--- src/sv/hbs_pkg.sv ---
// package for the histogram engine: item kinds, command and status structs
// no dependencies
package hbs_pkg;

  // fixed sizes of the engine
  localparam int MAX_BINS    = 256;
  localparam int SAMPLE_BITS = 16;
  localparam int COUNT_BITS  = 32;

  typedef enum logic [1:0] {
    KIND_SAMPLE = 2'd0,
    KIND_WEIGHT = 2'd1,
    KIND_CLEAR  = 2'd2,
    KIND_REPORT = 2'd3
  } kind_t;

  localparam logic [1:0] REG_BIN_COUNT = 2'd0;
  localparam logic [1:0] REG_LOWER     = 2'd1;
  localparam logic [1:0] REG_UPPER     = 2'd2;
  localparam logic [1:0] REG_OUTLIERS  = 2'd3;

  localparam int TOTAL_BITS = 40;
  localparam int CS_BITS    = 51;
  localparam int SQ_BITS    = 59;
  localparam int POS_BITS   = 53;

  // controller to datapath commands
  typedef struct packed {
    logic load;       // capture input word
    logic div_start;  // start bin divider
    logic upd_read;   // issue store read for update
    logic upd_write;  // write updated count
    logic upd_weight; // update uses the named bin and weight
    logic clr_start;  // reset sweep pointer
    logic clr_write;  // clear one entry
    logic rep_start;  // reset report accumulators
    logic rep_read;   // issue report read
    logic rep_done;   // form result
  } cmd_t;

  // datapath to controller status
  typedef struct packed {
    logic div_busy;
    logic need_div;   // sample falls in the divided span
    logic idx_ok;     // weight index in range
    logic clr_last;
    logic rep_last;
    logic acc_busy;
  } stat_t;

endpackage

--- src/sv/hbs_ctrl.sv ---
// controller state machine for the histogram engine
// depends on hbs_pkg
module hbs_ctrl (
  input  logic                clk,
  input  logic                rst,
  input  logic                in_valid,
  output logic                in_ready,
  input  logic [1:0]          kind,
  output logic                out_valid,
  input  logic                out_ready,
  input  hbs_pkg::stat_t      stat,
  output hbs_pkg::cmd_t       cmd
);
  import hbs_pkg::*;

  typedef enum logic [3:0] {
    S_IDLE, S_DECODE, S_DIV, S_RD, S_WR, S_CLR, S_RSTART, S_RRD, S_RDRAIN, S_RFIN, S_OUT
  } state_t;

  state_t state;
  logic [1:0] kind_q;

  assign in_ready = (state == S_IDLE);

  always_comb begin
    cmd = '0;
    cmd.load = in_valid && in_ready;
    case (state)
      S_DECODE: begin
        if (kind_q == KIND_SAMPLE && stat.need_div) cmd.div_start = 1'b1;
        if (kind_q == KIND_CLEAR) cmd.clr_start = 1'b1;
        if (kind_q == KIND_REPORT) cmd.rep_start = 1'b1;
      end
      S_RD:     begin
        cmd.upd_read = 1'b1;
        cmd.upd_weight = (kind_q == KIND_WEIGHT);
      end
      S_WR:     begin
        cmd.upd_write = 1'b1;
        cmd.upd_weight = (kind_q == KIND_WEIGHT);
      end
      S_CLR:    cmd.clr_write = 1'b1;
      S_RRD:    cmd.rep_read = 1'b1;
      S_RFIN:   cmd.rep_done = !stat.acc_busy;
      default:  ;
    endcase
  end

  // state register; reset starts with a sweep that zeroes the store
  always_ff @(posedge clk) begin
    if (rst) begin
      state <= S_CLR;
      kind_q <= KIND_SAMPLE;
      out_valid <= 1'b0;
    end else begin
      case (state)
        S_IDLE: if (in_valid) begin
          kind_q <= kind;
          state <= S_DECODE;
        end
        S_DECODE: case (kind_q)
          KIND_SAMPLE: state <= stat.need_div ? S_DIV : S_RD;
          KIND_WEIGHT: state <= stat.idx_ok ? S_RD : S_IDLE;
          KIND_CLEAR:  state <= S_CLR;
          default:     state <= S_RRD;
        endcase
        S_DIV:    if (!stat.div_busy) state <= S_RD;
        S_RD:     state <= S_WR;
        S_WR:     state <= S_IDLE;
        S_CLR:    if (stat.clr_last) state <= S_IDLE;
        S_RRD:    if (stat.rep_last) state <= S_RDRAIN;
        S_RDRAIN: state <= S_RFIN;
        S_RFIN:   if (!stat.acc_busy) begin
          state <= S_OUT;
          out_valid <= 1'b1;
        end
        S_OUT:    if (out_ready) begin
          out_valid <= 1'b0;
          state <= S_IDLE;
        end
        default:  state <= S_IDLE;
      endcase
    end
  end
endmodule

--- config.mk ---
export PLATFORM = sky130hd
export DESIGN_NAME = hbs_ctrl
export DESIGN_NICKNAME = d
export VERILOG_FILES = /design/src/sv/hbs_pkg.sv /design/src/sv/hbs_ctrl.sv
export SDC_FILE = /design/constraint.sdc
export NUM_CORES = 1
export LEC_CHECK = 0
export BUFFER_PORTS_ARGS = -buffer_cell sky130_fd_sc_hd__buf_2
export CAP_MARGIN = 20
export CORE_MARGIN = 5
export CORE_UTILIZATION = 40
export CTS_BUF_LIST = sky130_fd_sc_hd__clkbuf_8
export CTS_CLUSTER_DIAMETER = 30
export DETAILED_ROUTE_END_ITERATION = 12
export PLACE_DENSITY = 0.7
export SYNTH_ARGS = -nofsm -noshare
export SYNTH_HDL_FRONTEND = slang
export SYNTH_SLANG_ARGS = --single-unit
--- constraint.sdc ---
create_clock -name clk -period 1.38 [get_ports clk]
set_input_delay 0.069 -clock clk [delete_from_list [all_inputs] [get_ports clk]]
set_output_delay 0.069 -clock clk [all_outputs]
set_load 0.005 [all_outputs]
# Yosys cells after proc, flatten, opt, wreduce, memory -nomap -nowiden
# Cells that the tools add are included.
# totals
regBits	7
out_inout_bits	12
# classes
eq_ne	18
muxes	25
reduce_logical	10
# ops
cell	n
$pmux W4 S9	1
$mux W4	6
$mux W1	15
$eq A4 B3 Y1 const B	3
$eq A4 B4 Y1 const B	3
$ne A2 B2 Y1 const B	6
$pmux W3 S3	1
$eq A4 B2 Y1 const B	2
$reduce_and A6 Y1	1
$eq A2 B2 Y1 const B	2
$eq A4 B1 Y1 const B	1
$logic_not A4 Y1	1
$reduce_and A3 Y1	1
$eq A2 B1 Y1 const B	1
$logic_and A1 B1 Y1	2
$logic_not A2 Y1	1
$mux W2	1
$pmux W1 S2	1
$reduce_and A2 Y1	1
$reduce_bool A2 Y1	1
$reduce_or A2 Y1	1
$logic_not A1 Y1	1

# Longest topological paths before layout
# Gate-level depths: netlist of the first run.
# logic_depth
ltp_word	4
depth_mapped	6
mapped_depth_nobuf	4

# Worst setup path after synthesis of the first run
# No wires, ideal clock.
# synth_path
kind	register to register
startpoint	register state[1]
endpoint	register state[0]
setup_ns	0.134
arrival_time_ns	1.361
setup_slack_ns	-0.115
stages_incl_launch_ff	6
period_less_slack_ns	1.495
path_cell_list	dfxtp_1 > buf_6 > nor2b_4 > or4_4 > a2111oi_4 > a211oi_2
# synth_between
elab_chain_len	3
word_cells_on_any_way	17
classes_between	eq/ne: 14; mux: 1; reduce/logical: 2
# synth_lines
item	line	rtl
start, declared	hbs_ctrl.sv:20	state_t state;
start signal, assigned	hbs_ctrl.sv:62	KIND_SAMPLE: state <= stat.need_div ? S_DIV : S_RD;
start signal, assigned	hbs_ctrl.sv:63	KIND_WEIGHT: state <= stat.idx_ok ? S_RD : S_IDLE;
$eq A4 B2 Y1 (tied with other cells)	hbs_ctrl.sv:56	case (state)
$ne A2 B2 Y1 (no line)	--	
$reduce_and A6 Y1 (no line)	--	
# Several ways; a longest one is shown, not always the timed one.
# A chain may end at the register's enable or synchronous reset.

==> results of run 1 <==
## through the flow
step	instance area, um2	TNS [ns]	util [%]	hold slack [ns]
2_1_floorplan	614	-0.109	-	0.179
3_3_place_gp	795	-0.162	54.0	0.302
3_5_place_dp	795	-0.303	54.0	0.305
4_1_cts	955	-0.194	64.9	0.0743
5_1_grt	1010	-1.20	68.9	0.0810
6_report	1010	-0.393	68.9	0.0758
## layer usage
layer  vias to the layer above  part of all wire [%]
li1                        371                     -
met1                       338                    40
met2                        27                    52
met3                         6                   6.1
met4                         0                   2.5
met5                         -                     0
## cell type report
| class | instances | area, um2 |
|---|---|---|
| Multi-Input combinational cell | 63 | 490 |
| Fill cell | 114 | 458 |
| Timing Repair Buffer | 42 | 302 |
| Sequential cell | 7 | 149 |
| Clock buffer | 3 | 41.3 |
| Tap cell | 16 | 20.0 |
| Inverter | 2 | 7.51 |
| Clock inverter | 1 | 3.75 |
## how the worst max path moves through the flow
stage / from / to / slack (ns)
floorplan: state[1] / state[0] / -0.11
CTS: state[3] / cmd[8] / -0.05
finish: state[3] / cmd[9] / -0.08
global route: state[1] / cmd[5] / -0.16
detailed placement: state[1] / state[0] / -0.14
global placement: state[1] / state[0] / -0.09
## registers in the layout, indices dropped and copies added, names as in the netlist
name,count
kind_q,2
out_valid,1
state,4
## cells by family after synthesis
family | after synthesis
and+or+nand+nor | 44
AOI/OAI and AO/OA | 15
buffers and inverters | 9
DFF | 7
muxes | 4
## where the power goes
part	leakage [nW]	internal (mW)	switching (mW)
registers	0.0588	0.244	0.0513
clock network	0.0269	0.192	0.0892
logic	0.361	0.470	0.407
## layout by cell type, fill, tap and decap left out, types with 3 or more instances in the layout
| cell type | netlist | routed |
|---|---|---|
| buf_2 | 3 | 23 |
| buf_4 | 0 | 12 |
| nor3_1 | 8 | 7 |
| nand2_1 | 6 | 6 |
| nor2_1 | 6 | 5 |
| buf_6 | 1 | 5 |
| a21oi_1 | 4 | 4 |
| o21ai_0 | 4 | 4 |
| dfxtp_1 | 7 | 4 |
| nor4_2 | 0 | 3 |
| inv_1 | 2 | 3 |
| nand2b_1 | 4 | 3 |
| mux2i_1 | 3 | 3 |
| clkbuf_8 | 0 | 3 |
## critical path, cell delays in order (launching register included)
cell and delay (ns):
dfxtp_2 0.32, buf_6 0.13, nor4_2 0.34, nand2_1 0.16
inv_1 0.08, buf_2 0.11
## timing repair
item                       in CTS  in global routing
resized for setup              18                  6
cloned                          0                  1
hold endpoints to repair        0                  0
pin swaps                       3                  2
setup endpoints to repair      14                 14
buffers inserted                6                  1
==> results.cfg, run 1 <==
[outcome]
status = finished, violations left
violations = setup timing

[synth]
synthTopCellsByArea = dfxtp_1 (23%), nor3_1 (6.5%), nor4_1 (5.1%), mux2i_1 (4.9%), a2111oi_4 (4.5%)
synth_top_area_share_pct = 22.9
synth-simple-area-share_pct = 43.6
synth_seq_area_share_pct = 22.9
yosysMostFrequentCell = nor3_1
muxShareOfSynthArea_pct = 6.75
syn_inst = 79
synth_edf_count = 0
synth_top_family_by_area = simple AND/OR/NAND/NOR gates
synthAdderAreaFrac_pct = 0
async_flop_share_pct = 0
synth.net_count = 91
yosysTopAreaCell = dfxtp_1
ys.flop_type = dfxtp_1
ys_types = 32
ys_top_cells_by_count = nor3_1 (8), dfxtp_1 (7), nand2_1 (6), nor2_1 (6), nor4_1 (5)
synth_compound_area_share_pct = 19.4
ys_ff_latch = 7
yosysWarnings = 0
avgSynthCellArea_um2 = 7.74
synthesis.area_um2 = 612
synth_xor_area_share_pct = 0

[power]
irDropWorstVdd_mv = 0.832
power_mw = 1.45
leakagePower_nw = 0.446
powerDensity_nw_per_um2 = 1440

[timing]
rsz0062_at_grt = true
max_slew_margin_pct = 76.6
period_share_pct = 106
setup_ws_ns = -0.0776
period_needed_ns = 1.46
setup-violations-final = 9
worstMarginPinSlew_ns = 0.348
finClkSkew_ns = 0.00522
fmax_mhz = 686
slew_viol_final = 0
hold_viol_final = 0

[grt]
overflow = 0
grt_usage_pct = 17.7
grt_max_degree = 18
busiest_layer = met2
grtUsageMet1_pct = 20.1
gr-usage-met2_pct = 28.5
antenna_found_initial = 0
grt_first_pass_wirelength_um = 3360
grt_use_met3_pct = 6.73
grt_pass1_vias = 728

[cts]
clk_path_buf_depth = 2
cts-hold-fix-buffers = 0
root_buffer = clkbuf_8
path_clk_slew_ns = 0.04
htree_levels = 1
clk_latency_ns = 0.23
cts_tree = built
cts_sinks = 7
numCtsBuffers = 3

[worst_setup_path]
critPathRequiredTime_ns = 1.31
worstSetupPathType = flop to primary output
r2r_cells = 4
cp-end-kind = primary output
cp.arrival_ns = 1.39
cp-start-kind = flop
reg2reg_to = state[0]
rrSetupSlack_ns = -0.07
worstPathMaxFanout = 8
crit-reg2reg-launch = state[1]

[layout]
final_nets = 131
diodes = 0
layout-drive-gt1-share_pct = 53.4
syn_to_final_growth_pct = 65.6
fin_cells = 134

[die]
io_pins = 24
row_count = 14
dieWidth_um = 49.1
die-height_um = 49.1
core_um2 = 1470
start_util_pct = 41.6
die_area_um2 = 2410

[hold_path]
min_from = kind[0]
hold_path_depth = 3
min_path_type = input pin to flop
hold_end = kind_q[0]

[detailed_routing]
remaining_drc_errors = 0
drtAntennaViolNets = 0
dr.pass1.iters = 4
routedWlPerCell_um = 15.3
vias = 742
viasPerCell = 5.54
routed_wl_um = 2060
drt_iter0_drc = 30

[placed_design]
place_ws_ns = -0.145
place.gp.congestion = 0.812
io_buffers = 23
dp_cells = 122
dp_hpwl_um = 1310

[flow_run]
drv_cap = 0
Power figures use the tool's default switching activity.
==> run 2: changes to the inputs <==
--- a/config.mk
+++ b/config.mk
@@ -5,6 +5,7 @@
 export SDC_FILE = /design/constraint.sdc
 export NUM_CORES = 1
 export LEC_CHECK = 0
+export ABC_AREA = 1
 export BUFFER_PORTS_ARGS = -buffer_cell sky130_fd_sc_hd__buf_2
 export CAP_MARGIN = 20
 export CORE_MARGIN = 5
@@ -12,7 +13,7 @@
 export CTS_BUF_LIST = sky130_fd_sc_hd__clkbuf_8
 export CTS_CLUSTER_DIAMETER = 30
 export DETAILED_ROUTE_END_ITERATION = 12
-export PLACE_DENSITY = 0.7
+export PLACE_DENSITY = 0.73
 export SYNTH_ARGS = -nofsm -noshare
 export SYNTH_HDL_FRONTEND = slang
 export SYNTH_SLANG_ARGS = --single-unit
==> results.cfg, run 2 <==
[timing]
setup-violations-final = 0
period_share_pct = 94.2
hold_viol_final = 0
fmax_mhz = 769
period_needed_ns = 1.30
max_slew_margin_pct = 86.9
finClkSkew_ns = 0.00314
tns_ns = 0
rsz0062_at_grt = true
slew_viol_final = 0
worstMarginPinSlew_ns = 0.195

[synth]
synth_edf_count = 0
async_flop_share_pct = 0
avgSynthCellArea_um2 = 5.70
yosysWarnings = 0
synth_seq_area_share_pct = 26.7
syn_inst = 92
yosysTopAreaCell = dfxtp_1
synthTopCellsByArea = dfxtp_1 (27%), nand2_1 (13%), nor2_1 (12%), nand3_1 (11%), inv_1 (10%)
synth_top_area_share_pct = 26.7
ys_ff_latch = 7
ys.flop_type = dfxtp_1
synth.net_count = 104
ys_types = 15
yosysMostFrequentCell = nand2_1
synthesis.area_um2 = 524
ys_top_cells_by_count = nand2_1 (18), nor2_1 (17), inv_1 (14), nand3_1 (11), dfxtp_1 (7)

[die]
row_count = 13
die_area_um2 = 2130
die-height_um = 46.2
core_um2 = 1270
io_pins = 24
start_util_pct = 41.3
dieWidth_um = 46.2

[power]
switching_share_pct = 43.9
seqPwrFrac_pct = 27.4
powerDensity_nw_per_um2 = 1770
internal-power_uw = 747
irDropWorstVdd_mv = 1.38
leakagePower_nw = 0.439
combPwrFrac_pct = 52.0
clkPwrFrac_pct = 20.6
switching_power_uw = 585
power_mw = 1.33

[worst_setup_path]
r2r_cells = 9
critPathSlowestCell = dfxtp_4
reg2reg_to = state[0]
cp-end-kind = primary output
worstPathMaxFanout = 4
rrSetupSlack_ns = 0.16
max_stage_delay_ns = 0.37
crit-reg2reg-launch = state[2]
startpoint = state[2]
critPathRequiredTime_ns = 1.31
setup.worst_path.end = cmd[5]
cp-start-kind = flop
worstSetupPathType = flop to primary output
crit_chain = inv_1 > nor2_2 > inv_1 > nor2_2 > nor2_1 > nor3_1 > buf_2
cp.arrival_ns = 1.23

[detailed_routing]
vias = 637
remaining_drc_errors = 0
routedWlPerCell_um = 10.3
routed_wl_um = 1390
viasPerCell = 4.68
dr.pass1.iters = 4
drtAntennaViolNets = 0
drt_iter0_drc = 6

[cts]
clk_path_buf_depth = 2
numCtsBuffers = 3
path_clk_slew_ns = 0.04
htree_levels = 1
cts-hold-fix-buffers = 0
root_buffer = clkbuf_8
cts_tree = built
clk_latency_ns = 0.22
cts_sinks = 7

[grt]
grt_usage_pct = 14.1
antenna_found_initial = 0
overflow = 0
grt_max_degree = 7
grt_pass1_vias = 537
grt_first_pass_wirelength_um = 2150

[layout]
layout-drive-gt1-share_pct = 41.3
diodes = 0
fill_cells = 138
final_nets = 134
final_common_cell = buf_2
largest_reg_flops = 4
reg_top3 = state (4), kind_q (2), out_valid (1)
regArea_um2 = 150
syn_to_final_growth_pct = 43.7
layout_common_cells = buf_2 (23), nand2_1 (18), inv_1 (15)
top_register = state
multiInputGateArea_um2 = 342

[placed_design]
io_buffers = 23
place.gp.congestion = 0.797
dp_hpwl_um = 1080

[flow_run]
drv_cap = 0

[hold_path]
min_path_type = input pin to flop

[outcome]
status = finished, final reports clean
[run 2: cell families after synthesis]
family	count (synthesis)	share of synthesized area [%]
AO/OA/AOI/OAI	9	9.07
buffers and inverters	18	12.9
flip-flops	7	26.7
AND/OR/NAND/NOR	58	51.3
[run 2: how the worst min path moves through the flow]
stage                     from         to  slack, ns  cells past startpoint
after floorplan            rst  out_valid       0.14                      1
after global placement     rst  out_valid       0.24                      2
after detailed placement   rst  out_valid       0.25                      2
after CTS                  rst  out_valid       0.01                      2
after global routing       rst  out_valid       0.02                      2
final                      rst  out_valid       0.01                      2
[run 2: metal layers]
| layer | vias up | wire, um | share of wire [%] | GRT usage (%) |
|---|---|---|---|---|
| met5 | - | 0 | 0 | 0 |
| met3 | 2 | 74 | 5.3 | 3.91 |
| li1 | 349 | - | - | - |
| met2 | 11 | 701 | 50 | 23.1 |
| met1 | 275 | 606 | 43 | 16.9 |
| met4 | 0 | 12 | 0.86 | 6.25 |
[run 2: power by group through the flow]
stage          Sequential (mW)  Clock (mW)  Combinational [mW]
6_report                 0.365       0.274               0.693
5_1_grt                  0.375       0.296               0.799
4_1_cts                  0.340       0.280               0.628
3_5_place_dp             0.329           0               0.615
3_3_place_gp             0.328           0               0.612
2_1_floorplan            0.315           0               0.453
[run 2: final cells by class]
| class | count | area share [%] |
|---|---|---|
| multi-input combinational | 67 | 45.3 |
| sequential | 7 | 19.9 |
| timing repair buffer | 25 | 17.3 |
| tap | 15 | 2.49 |
| clock inverter | 1 | 0.498 |
| inverter | 18 | 8.97 |
| clock buffer | 3 | 5.48 |
[run 2: what timing repair did]
item                                    CTS  global route
setup buffers                             0             2
gates resized for setup                   4            10
pin swaps                                 0             2
endpoints found under the setup margin    1             8
[run 2: worst max-delay path: cells and delay by family, from the launching register on]
kind	cells	cell delay, ns
DFF	1	0.37
buffers and inverters	3	0.27
and+or+nand+nor	4	0.37
[run 2: metrics by stage]
step / hold WS [ns] / utilization [%] / worst slack, ns / area, um2 / instances
2_1_floorplan: 0.141 / - / 0.256 / 524 / 92
3_3_place_gp: 0.241 / 51.9 / 0.156 / 658 / 130
3_5_place_dp: 0.248 / 51.9 / 0.124 / 658 / 130
4_1_cts: 0.0137 / 56.2 / 0.00956 / 713 / 134
5_1_grt: 0.0250 / 59.4 / -0.0272 / 753 / 136
6_report: 0.0131 / 59.4 / 0.0796 / 753 / 136
==> run 3: changes to the inputs <==
--- a/config.mk
+++ b/config.mk
@@ -8,12 +8,12 @@
 export ABC_AREA = 1
 export BUFFER_PORTS_ARGS = -buffer_cell sky130_fd_sc_hd__buf_2
 export CAP_MARGIN = 20
-export CORE_MARGIN = 5
-export CORE_UTILIZATION = 40
+export CORE_AREA = 5 5 42 44
 export CTS_BUF_LIST = sky130_fd_sc_hd__clkbuf_8
 export CTS_CLUSTER_DIAMETER = 30
 export DETAILED_ROUTE_END_ITERATION = 12
-export PLACE_DENSITY = 0.73
+export DIE_AREA = 0 0 47 49
+export PLACE_DENSITY = 0.72
 export SYNTH_ARGS = -nofsm -noshare
 export SYNTH_HDL_FRONTEND = slang
 export SYNTH_SLANG_ARGS = --single-unit
==> results.cfg, run 3 (synthesized netlist as in run 2, its figures left out) <==
[timing]
hold_viol_final = 0
tns_ns = 0
fmax_mhz = 770
finClkSkew_ns = 0.00469
worstMarginPinSlew_ns = 0.198
period_needed_ns = 1.30
max_slew_margin_pct = 86.7
slew_viol_final = 0
setup-violations-final = 0
holdWs_ns = 0.0177
period_share_pct = 94.1

[worst_setup_path]
cp-start-kind = flop
worstSetupPathType = flop to primary output
critPathRequiredTime_ns = 1.31
cp.arrival_ns = 1.23
cp-end-kind = primary output
rrSetupSlack_ns = 0.18
worstPathMaxFanout = 6

[detailed_routing]
routedWlPerCell_um = 10.4
viasPerCell = 4.74
routed_wl_um = 1410
vias = 644
dr.pass1.iters = 4
remaining_drc_errors = 0
drtAntennaViolNets = 0
drt_iter0_drc = 7

[layout]
layout_common_cells = buf_2 (23), nand2_1 (17), inv_1 (14)
finish.utilization_pct = 53.8
final_common_cell = buf_2
fill_cells = 156
diodes = 0
syn_to_final_growth_pct = 43.9
regArea_um2 = 148
layout-drive-gt1-share_pct = 43.3
final_nets = 133
multiInputGateArea_um2 = 352
largest_reg_flops = 4
top_register = state
reg_top3 = state (4), kind_q (2), out_valid (1)

[cts]
cts-hold-fix-buffers = 0
clk_path_buf_depth = 2
path_clk_slew_ns = 0.04
root_buffer = clkbuf_8
cts_tree = built
htree_levels = 1
cts_sinks = 7
clk_latency_ns = 0.22
numCtsBuffers = 3

[power]
irDropWorstVdd_mv = 0.899
leakagePower_nw = 0.436
powerDensity_nw_per_um2 = 1760

[die]
core_um2 = 1400
start_util_pct = 37.4
dieWidth_um = 47
die_area_um2 = 2300
io_pins = 24
row_count = 14
die-height_um = 49

[placed_design]
io_buffers = 23
place.gp.congestion = 0.796
dp_hpwl_um = 1150

[grt]
overflow = 0
grt_max_degree = 7
antenna_found_initial = 0
grt_pass1_vias = 553
grt_usage_pct = 13.5
grt_first_pass_wirelength_um = 2280

[hold_path]
min_path_type = input pin to flop

[flow_run]
drv_cap = 0

[outcome]
status = finished, final reports clean
run 3: cell type report:
cell class / count / area share, %
clock inverter: 1 / 0.498
sequential: 7 / 19.6
multi-input combinational: 67 / 46.6
timing repair buffer: 24 / 16.3
inverter: 18 / 8.96
tap: 16 / 2.65
clock buffer: 3 / 5.47
run 3: metrics by stage:
stage          worst slack (ns)  total power, mW  instances  cell area, um2
5_1_grt                 -0.0285             1.46        136             754
6_report                 0.0809             1.33        136             754
2_1_floorplan             0.256            0.768         92             524
4_1_cts                 0.00258             1.25        135             714
3_3_place_gp              0.174            0.934        131             659
3_5_place_dp              0.151            0.940        131             659
run 3: worst max-delay path, cell delays in order (launching register included):
cell and delay [ns]:
dfxtp_2 0.39, nand2_1 0.14, nor2_2 0.17, nor2_1 0.06
nor3_1 0.11, buf_2 0.14
run 3: where the power goes:
part	switching, mW	internal [mW]	leakage, nW
logic	0.423	0.270	0.350
registers	0.0853	0.270	0.0584
clock network	0.0869	0.192	0.0269
total	0.595	0.732	0.436
run 3: metal layers:
metal	up-vias	part of all wire [%]	track usage [%]
met3	2	5.0	3.69
met4	0	0.78	6.91
met1	285	41	15.5
met2	11	53	21.9
met5	-	0	0
li1	346	-	-
run 3: path summary, 6_finish.rpt:
kind,startpoint,end,cells past startpoint
hold / removal,rst,out_valid,2
setup / recovery,state[0],cmd[5],5
hold reg to reg,out_valid,out_valid,2
setup reg to reg,state[0],state[0],8
run 3: what timing repair did:
| item | CTS | global route |
|---|---|---|
| gates resized for setup | 4 | 13 |
| endpoints found under the setup margin | 1 | 7 |
| buffers inserted | 0 | 1 |
| endpoints found under the hold margin | 0 | 0 |
| pin swaps | 0 | 1 |
